**src/rtl/tbh_pkg.sv**
```systemverilog
package tbh_pkg;

    // configuration register indexes
    localparam int CfgIndexW = 3;
    localparam logic [CfgIndexW-1:0] CFG_INTEGRAL_GAIN      = 3'd0;
    localparam logic [CfgIndexW-1:0] CFG_FALLING_DERIV_GAIN = 3'd1;
    localparam logic [CfgIndexW-1:0] CFG_RISING_DERIV_GAIN  = 3'd2;
    localparam logic [CfgIndexW-1:0] CFG_INVERSE_INTERVAL   = 3'd3;
    localparam logic [CfgIndexW-1:0] CFG_DRIVE_MIN          = 3'd4;
    localparam logic [CfgIndexW-1:0] CFG_DRIVE_MAX          = 3'd5;

    localparam int CfgDataW = 32;

    // reset values of the configuration registers
    localparam logic [15:0] RST_INTEGRAL_GAIN      = 16'd4096;
    localparam logic [15:0] RST_FALLING_DERIV_GAIN = 16'd819;
    localparam logic [15:0] RST_RISING_DERIV_GAIN  = 16'd1638;
    localparam logic [15:0] RST_INVERSE_INTERVAL   = 16'd256;
    localparam logic [31:0] RST_DRIVE_MIN          = 32'sd0;
    localparam logic [31:0] RST_DRIVE_MAX          = 32'sd409600;

    typedef struct packed {
        logic signed [15:0] target_temp;
        logic signed [15:0] measured_temp;
        logic               enable_ctl;
    } in_word_t;

    typedef struct packed {
        logic signed [31:0] drive_out;
        logic               crossing_seen;
    } out_word_t;

    // sequencer commands to the datapath
    typedef struct packed {
        logic load;
        logic mul;
        logic damp;
        logic sum;
        logic fin;
    } tbh_cmd_t;

endpackage

```
**src/rtl/tbh_ctrl.sv**
```systemverilog
module tbh_ctrl (
    input  logic            clk,
    input  logic            rst_n,
    input  logic            in_valid,
    output logic            in_stall,
    output logic            out_valid,
    input  logic            out_stall,
    output tbh_pkg::tbh_cmd_t cmd
);
    import tbh_pkg::*;

    typedef enum logic [4:0] {
        ST_IDLE = 5'b00001,
        ST_MUL  = 5'b00010,
        ST_DAMP = 5'b00100,
        ST_SUM  = 5'b01000,
        ST_FIN  = 5'b10000
    } state_t;

    state_t state_reg;
    state_t state_next;
    logic   out_valid_reg;
    logic   out_free;

    assign out_free = !out_valid_reg || !out_stall;
    assign in_stall = (state_reg != ST_IDLE);
    assign out_valid = out_valid_reg;

    always_comb
    begin
        state_next = state_reg;
        cmd = '0;
        case (state_reg)
            ST_IDLE:
            begin
                if (in_valid)
                begin
                    cmd.load = 1'b1;
                    state_next = ST_MUL;
                end
            end
            ST_MUL:
            begin
                cmd.mul = 1'b1;
                state_next = ST_DAMP;
            end
            ST_DAMP:
            begin
                cmd.damp = 1'b1;
                state_next = ST_SUM;
            end
            ST_SUM:
            begin
                cmd.sum = 1'b1;
                state_next = ST_FIN;
            end
            ST_FIN:
            begin
                // state update and result load wait for a free output slot
                if (out_free)
                begin
                    cmd.fin = 1'b1;
                    state_next = ST_IDLE;
                end
            end
            default:
            begin
                state_next = ST_IDLE;
            end
        endcase
    end

    always_ff @(posedge clk or negedge rst_n)
    begin
        if (!rst_n)
        begin
            state_reg <= ST_IDLE;
            out_valid_reg <= 1'b0;
        end
        else
        begin
            state_reg <= state_next;
            if (cmd.fin)
                out_valid_reg <= 1'b1;
            else if (!out_stall)
                out_valid_reg <= 1'b0;
        end
    end

`ifndef SYNTHESIS
    a_fin_needs_slot: assert property (@(posedge clk) disable iff (!rst_n)
        cmd.fin |-> out_free)
        else $error("result loaded over an untaken word");

    a_accept_starts: assert property (@(posedge clk) disable iff (!rst_n)
        (in_valid && !in_stall) |=> (state_reg == ST_MUL))
        else $error("accepted word did not start the sequence");

    a_valid_from_fin: assert property (@(posedge clk) disable iff (!rst_n)
        $rose(out_valid_reg) |-> $past(cmd.fin))
        else $error("output valid without a finished word");
`endif

endmodule

```
**config.mk**
```make
export PLATFORM = sky130hd
export DESIGN_NAME = tbh_ctrl
export DESIGN_NICKNAME = d
export VERILOG_FILES = /design/src/rtl/tbh_pkg.sv /design/src/rtl/tbh_ctrl.sv
export SDC_FILE = /design/constraint.sdc
export NUM_CORES = 1
export LEC_CHECK = 0
export BUFFER_PORTS_ARGS = -buffer_cell sky130_fd_sc_hd__buf_2
export CAP_MARGIN = 20
export CORE_AREA = 10 10 47 49
export CTS_BUF_LIST = sky130_fd_sc_hd__clkbuf_2 sky130_fd_sc_hd__clkbuf_4 sky130_fd_sc_hd__clkbuf_8
export DETAILED_ROUTE_END_ITERATION = 6
export DIE_AREA = 0 0 57 59
export HOLD_SLACK_MARGIN = 0.02
export PLACE_DENSITY_LB_ADDON = 0.1
export SLEW_MARGIN = 20
export SYNTH_ARGS = -nofsm -noshare
export SYNTH_HDL_FRONTEND = slang
export SYNTH_SLANG_ARGS = --single-unit
```
**constraint.sdc**
```tcl
create_clock -name clk -period 2.37 [get_ports clk]
set_input_delay 0.237 -clock clk [delete_from_list [all_inputs] [get_ports clk]]
set_output_delay 0.237 -clock clk [all_outputs]
set_load 0.02 [all_outputs]
```
==> results.sh, run 1 <==
export IMPL_synth_top_area_cell="dfrtp_1"
export IMPL_synth_top_family_by_area="simple AND/OR/NAND/NOR gates"
export IMPL_synth_compound_area_share_pct=11.1
export IMPL_grt_use_total_pct=5.13
export IMPL_largest_reg_flops=5
export IMPL_tightest_slew_ns=0.307
export IMPL_min_delay_worst_endpoint="state_reg[0]"
export IMPL_dp_slack_ns=0.584
export IMPL_vias=286
export IMPL_wl_microns=776
export IMPL_num_rows=14
export IMPL_synth_warnings=0
export IMPL_max_slew_margin_rel_pct=79.5
export IMPL_powerDensity_nw_per_um2=1200
export IMPL_synthAdderAreaFrac_pct=0
export IMPL_ios=11
export IMPL_cts_max_level=1
export IMPL_syn_inst=33
export IMPL_antenna_found_initial=0
export IMPL_rsz0062_at_grt="no"
export IMPL_yosysSeqAreaShare_pct=47.8
export IMPL_grt_max_degree=9
export IMPL_syn_area_sq_um=317
export IMPL_ir_drop_uv=372
export IMPL_synth_commonest_cells="nor2_1 (6), dfrtp_1 (5), nand2_1 (3), and3_2 (2), nor3_1 (2)"
export IMPL_via_per_inst=4.61
export IMPL_worstRegToRegCells=3
export IMPL_die_x_microns=57
export IMPL_synth_seq_cells=6
export IMPL_avgSynthCellArea_sq_um=9.59
export IMPL_synth_async_reset_ratio_pct=100
export IMPL_end_kind="output port"
export IMPL_clockBufferDepth=2
export IMPL_final_nets=51
export IMPL_status="complete, no violations"
export IMPL_clock_latency_ns=0.25
export IMPL_grt_ovfl_total=0
export IMPL_synth_most_common_cell="nor2_1"
export IMPL_numPortBuffers=10
export IMPL_cts_root_buf="clkbuf_4"
export IMPL_timing_rr_start="state_reg[1]"
export IMPL_ys_top_cells_by_area="dfrtp_1 (40%), dfstp_2 (8.3%), nor2_1 (7.1%)"
export IMPL_worstPathArrival_ns=1.79
export IMPL_gp_congestion=0.759
export IMPL_worstPathMaxFanout=8
export IMPL_min_delay_path_class="primary input to flop"
export IMPL_clock_sinks=6
export IMPL_maxSlewViolCount=0
export IMPL_maxCapViolCount=0
export IMPL_area_growth_pct=28.9
export IMPL_ctsResizeCount=0
export IMPL_ant_nets=0
export IMPL_die_area_sq_um=3360
export IMPL_muxShareOfSynthArea_pct=0
export IMPL_coreArea_sq_um=1400
export IMPL_drc=0
export IMPL_p_leak_uw=0.000215
export IMPL_synth_xor_area_share_pct=2.77
export IMPL_p_total_uw=488
export IMPL_cts_buffers=3
export IMPL_grt_pass1_wl_microns=1290
export IMPL_cts_tree="built"
export IMPL_clkSlewWorstSetupHoldPaths_ns=0.04
export IMPL_min_from="in_valid"
export IMPL_hold_viol_final=0
export IMPL_drive_gt1_share_pct=41.3
export IMPL_fin_skew_ns=0.00895
export IMPL_finalSetupTns_ns=0
export IMPL_synth_edf_count=0
export IMPL_setup_slack_ns=0.347
export IMPL_ys_types=20
export IMPL_critPathKind="flop to output port"
export IMPL_wl_per_cell_microns=12.5
export IMPL_synth_simple_area_share_pct=31.2
export IMPL_crit_reg2reg_capture="out_valid"
export IMPL_diodes=0
export IMPL_final_core_util_pct=29.1
export IMPL_netlist_area_leader_share_pct=39.5
export IMPL_drtIter0Drc=1
export IMPL_holdWs_ns=0.172
export IMPL_synthesis_nets=37
export IMPL_ff2ff_setup_slack_ns=0.97
export IMPL_grt_pass1_vias=311
export IMPL_die_h_microns=59
export IMPL_fin_crit_sh_pct=85.4
export IMPL_setup_violations=0
export IMPL_startpoint_type="flop"
export IMPL_synthFlopType="dfrtp_1"
export IMPL_hold_depth=2
export IMPL_dr_pass1_iters=2
export IMPL_fmax_ghz=0.494
export IMPL_min_period_ns=2.02
export IMPL_hpwlAfterDp_microns=620
export IMPL_start_util_pct=22.6
export IMPL_crit_required_ns=2.13
==> critical path, cell delays in order (launching register included) <==
cell and delay [ns]:
dfrtp_1 0.45, or3_4 0.40, or3b_1 0.42, a21oi_2 0.11, buf_2 0.17
==> layer usage <==
metal  part of all wire [%]  up-vias  GRT usage, %
li1                       -      138             -
met3                    5.5        2          2.15
met5                      0        -             0
met1                     49      137          5.30
met2                     45        9          7.60
met4                   0.64        0          5.03
==> logic make-up (layout without fill, tap and decap cells) <==
group,after synthesis,count (layout)
buffers and inverters,3,16
and+or+nand+nor,18,18
AOI/OAI and AO/OA,5,5
DFF,6,6
xor gates and xnor gates,1,1
==> worst max path at each step <==
stage            startpoint     end  slack, ns  cells past startpoint
6_report       state_reg[1]  cmd[0]       0.35                      4
5_1_grt        state_reg[1]  cmd[0]       0.24                      4
4_1_cts        state_reg[1]  cmd[0]       0.31                      4
3_5_place_dp   state_reg[1]  cmd[0]       0.58                      4
3_3_place_gp   state_reg[1]  cmd[0]       0.61                      4
2_1_floorplan  state_reg[1]  cmd[0]       0.66                      4
==> through the flow <==
stage	cells	instance area, sq um
floorplan	33	317
CTS	62	408
finish	62	408
detailed placement	57	368
global route	62	408
global placement	57	368
==> power breakdown <==
group / leakage, uW / switching, uW / internal, uW / total (uW)
Combinational: 0.000117 / 109 / 85.6 / 195
Sequential: 0.0000791 / 42.7 / 136 / 179
Clock: 0.0000184 / 39.5 / 75.4 / 115
Total: 0.000215 / 191 / 297 / 488
==> layout make-up <==
class                   count  area [sq um]
inverters                   1          3.75
multi-input cells          24           143
fillers                   168           993
flip-flops and latches      6           151
repair buffers             11          60.1
clock buffers               4          30.0
well taps                  16          20.0
==> timing repair <==
action / 4_1_cts / 5_1_grt
setup endpoints to repair: 0 / 0
buffers inserted: 0 / 0
hold buffers: 1 / 0
endpoints found under the hold margin: 6 / 0
==> placed cells by master, fill, tap and decap left out, types with 2 or more instances in the layout <==
cell type / netlist / routed
clkbuf_4: 0 / 4
and3_2: 2 / 2
nor2_1: 6 / 6
buf_2: 0 / 10
nor3_1: 2 / 2
dfrtp_1: 5 / 5
nand2_1: 3 / 3
Power figures use the tool's default switching activity.
==> run 2, diff against run 1 <==
--- a/config.mk
+++ b/config.mk
@@ -8,7 +8,7 @@
 export BUFFER_PORTS_ARGS = -buffer_cell sky130_fd_sc_hd__buf_2
 export CAP_MARGIN = 20
 export CORE_AREA = 10 10 47 49
-export CTS_BUF_LIST = sky130_fd_sc_hd__clkbuf_2 sky130_fd_sc_hd__clkbuf_4 sky130_fd_sc_hd__clkbuf_8
+export CTS_BUF_LIST = sky130_fd_sc_hd__clkbuf_2
 export DETAILED_ROUTE_END_ITERATION = 6
 export DIE_AREA = 0 0 57 59
 export HOLD_SLACK_MARGIN = 0.02
==> constraint.sdc (replaced) <==
create_clock -name clk -period 2.3 [get_ports clk]
set_input_delay 0.23 -clock clk [delete_from_list [all_inputs] [get_ports clk]]
set_output_delay 0.23 -clock clk [all_outputs]
set_load 0.02 [all_outputs]
==> results.sh, run 2 (same netlist as run 1, synthesis figures left out) <==
export IMPL_drc=0
export IMPL_max_slew_margin_rel_pct=79.5
export IMPL_holdBufCountCts=1
export IMPL_end_kind="output port"
export IMPL_critPathKind="flop to output port"
export IMPL_fmax_ghz=0.501
export IMPL_area_growth_pct=25.7
export IMPL_diodes=0
export IMPL_cts_max_level=1
export IMPL_via_per_inst=4.61
export IMPL_hold_viol_final=0
export IMPL_slowest_delay_ns=0.46
export IMPL_crit_required_ns=2.07
export IMPL_die_area_sq_um=3360
export IMPL_gp_congestion=0.759
export IMPL_fin_crit_sh_pct=86.8
export IMPL_cts_buffers=3
export IMPL_fillCellCount=167
export IMPL_final_common_cell="buf_2"
export IMPL_wl_microns=777
export IMPL_die_h_microns=59
export IMPL_largest_reg_flops=5
export IMPL_drive_gt1_share_pct=41.3
export IMPL_clkSlewWorstSetupHoldPaths_ns=0.06
export IMPL_worstPathMaxFanout=8
export IMPL_critical_path_slowest_cell="dfrtp_1"
export IMPL_path_buf_inv=1
export IMPL_startpoint_type="flop"
export IMPL_grt_pass1_vias=311
export IMPL_p_leak_uw=0.000213
export IMPL_clock_latency_ns=0.23
export IMPL_wl_per_cell_microns=12.5
export IMPL_final_cell_mix="buf_2 (10), nor2_1 (6), dfrtp_1 (5), clkbuf_2 (4), nand2_1 (3)"
export IMPL_min_period_ns=2.00
export IMPL_clockBufferDepth=2
export IMPL_ir_drop_uv=383
export IMPL_ctsResizeCount=0
export IMPL_tightest_slew_ns=0.307
export IMPL_crit_family="simple AND/OR/NAND/NOR gates"
export IMPL_cts_root_buf="clkbuf_2"
export IMPL_final_core_util_pct=28.4
export IMPL_crit_path_cell_trace="or3_4, or3b_1, a21oi_2, buf_2"
export IMPL_cts_setup_buffers=0
export IMPL_maxSlewViolCount=0
export IMPL_min_delay_path_class="primary input to flop"
export IMPL_ios=11
export IMPL_dr_pass1_iters=2
export IMPL_die_x_microns=57
export IMPL_worstPathArrival_ns=1.77
export IMPL_cts_tree="built"
export IMPL_maxCapViolCount=0
export IMPL_final_nets=51
export IMPL_fin_skew_ns=0.0140
export IMPL_powerDensity_nw_per_um2=1190
export IMPL_start_util_pct=22.6
export IMPL_numPortBuffers=10
export IMPL_hpwlAfterDp_microns=620
export IMPL_finalSetupTns_ns=0
export IMPL_vias=286
export IMPL_grt_use_total_pct=5.13
export IMPL_antenna_found_initial=0
export IMPL_status="complete, no violations"
export IMPL_grt_max_degree=9
export IMPL_rsz0062_at_grt="no"
export IMPL_clock_sinks=6
export IMPL_coreArea_sq_um=1400
export IMPL_ant_nets=0
export IMPL_grt_pass1_wl_microns=1290
export IMPL_grt_ovfl_total=0
export IMPL_setup_violations=0
export IMPL_drtIter0Drc=1
export IMPL_num_rows=14
==> run 2: cell counts in the layout (fill, tap and decap cells not counted) <==
No cell type changed its count.
==> run 2: worst register-to-register path, cell delays in order (launching register included) <==
cell and delay [ns]:
dfrtp_1 0.46, or3_4 0.40, or3b_1 0.42, nand2_1 0.08
==> run 2: cell type report <==
class	count	area, sq um	area share (%)
clock buffers	4	20.0	5.03
inverters	1	3.75	0.943
multi-input cells	24	143	35.8
flip-flops and latches	6	151	38.1
well taps	16	20.0	5.03
repair buffers	11	60.1	15.1
==> run 2: worst paths after layout <==
| kind | startpoint | to | slack [ns] | cells after the start |
|---|---|---|---|---|
| max | state_reg[1] | cmd[0] | 0.30 | 4 |
| max reg2reg | state_reg[1] | out_valid | 0.90 | 3 |
| max in group asynchronous | rst_n | state_reg[0] | 1.71 | 2 |
| min reg2reg | out_valid | out_valid | 0.55 | 2 |
| min | in_valid | state_reg[0] | 0.19 | 2 |
| min in group asynchronous | rst_n | state_reg[2] | 0.35 | 2 |
==> run 2: report_power, final <==
part | switching, uW | internal (uW) | leakage [uW]
registers | 44.0 | 140 | 0.0000791
clock network | 41.2 | 46.1 | 0.0000166
logic | 112 | 88.2 | 0.000117
==> run 2: per-stage QoR <==
step	cells	area (sq um)	total power (uW)	hold slack, ns	setup WS [ns]
2_1_floorplan	33	317	348	-0.0656	0.595
3_3_place_gp	57	368	385	0.0623	0.550
3_5_place_dp	57	368	389	0.0666	0.521
4_1_cts	62	398	482	0.168	0.264
5_1_grt	62	398	515	0.195	0.188
6_report	62	398	472	0.187	0.304
==> run 2: routing by layer <==
metal | up-vias | share of wire (%) | track usage, %
met5 | - | 0 | 0
met4 | 0 | 0.64 | 5.03
met3 | 2 | 5.5 | 2.15
met2 | 9 | 45 | 7.60
met1 | 137 | 49 | 5.30
li1 | 138 | - | -
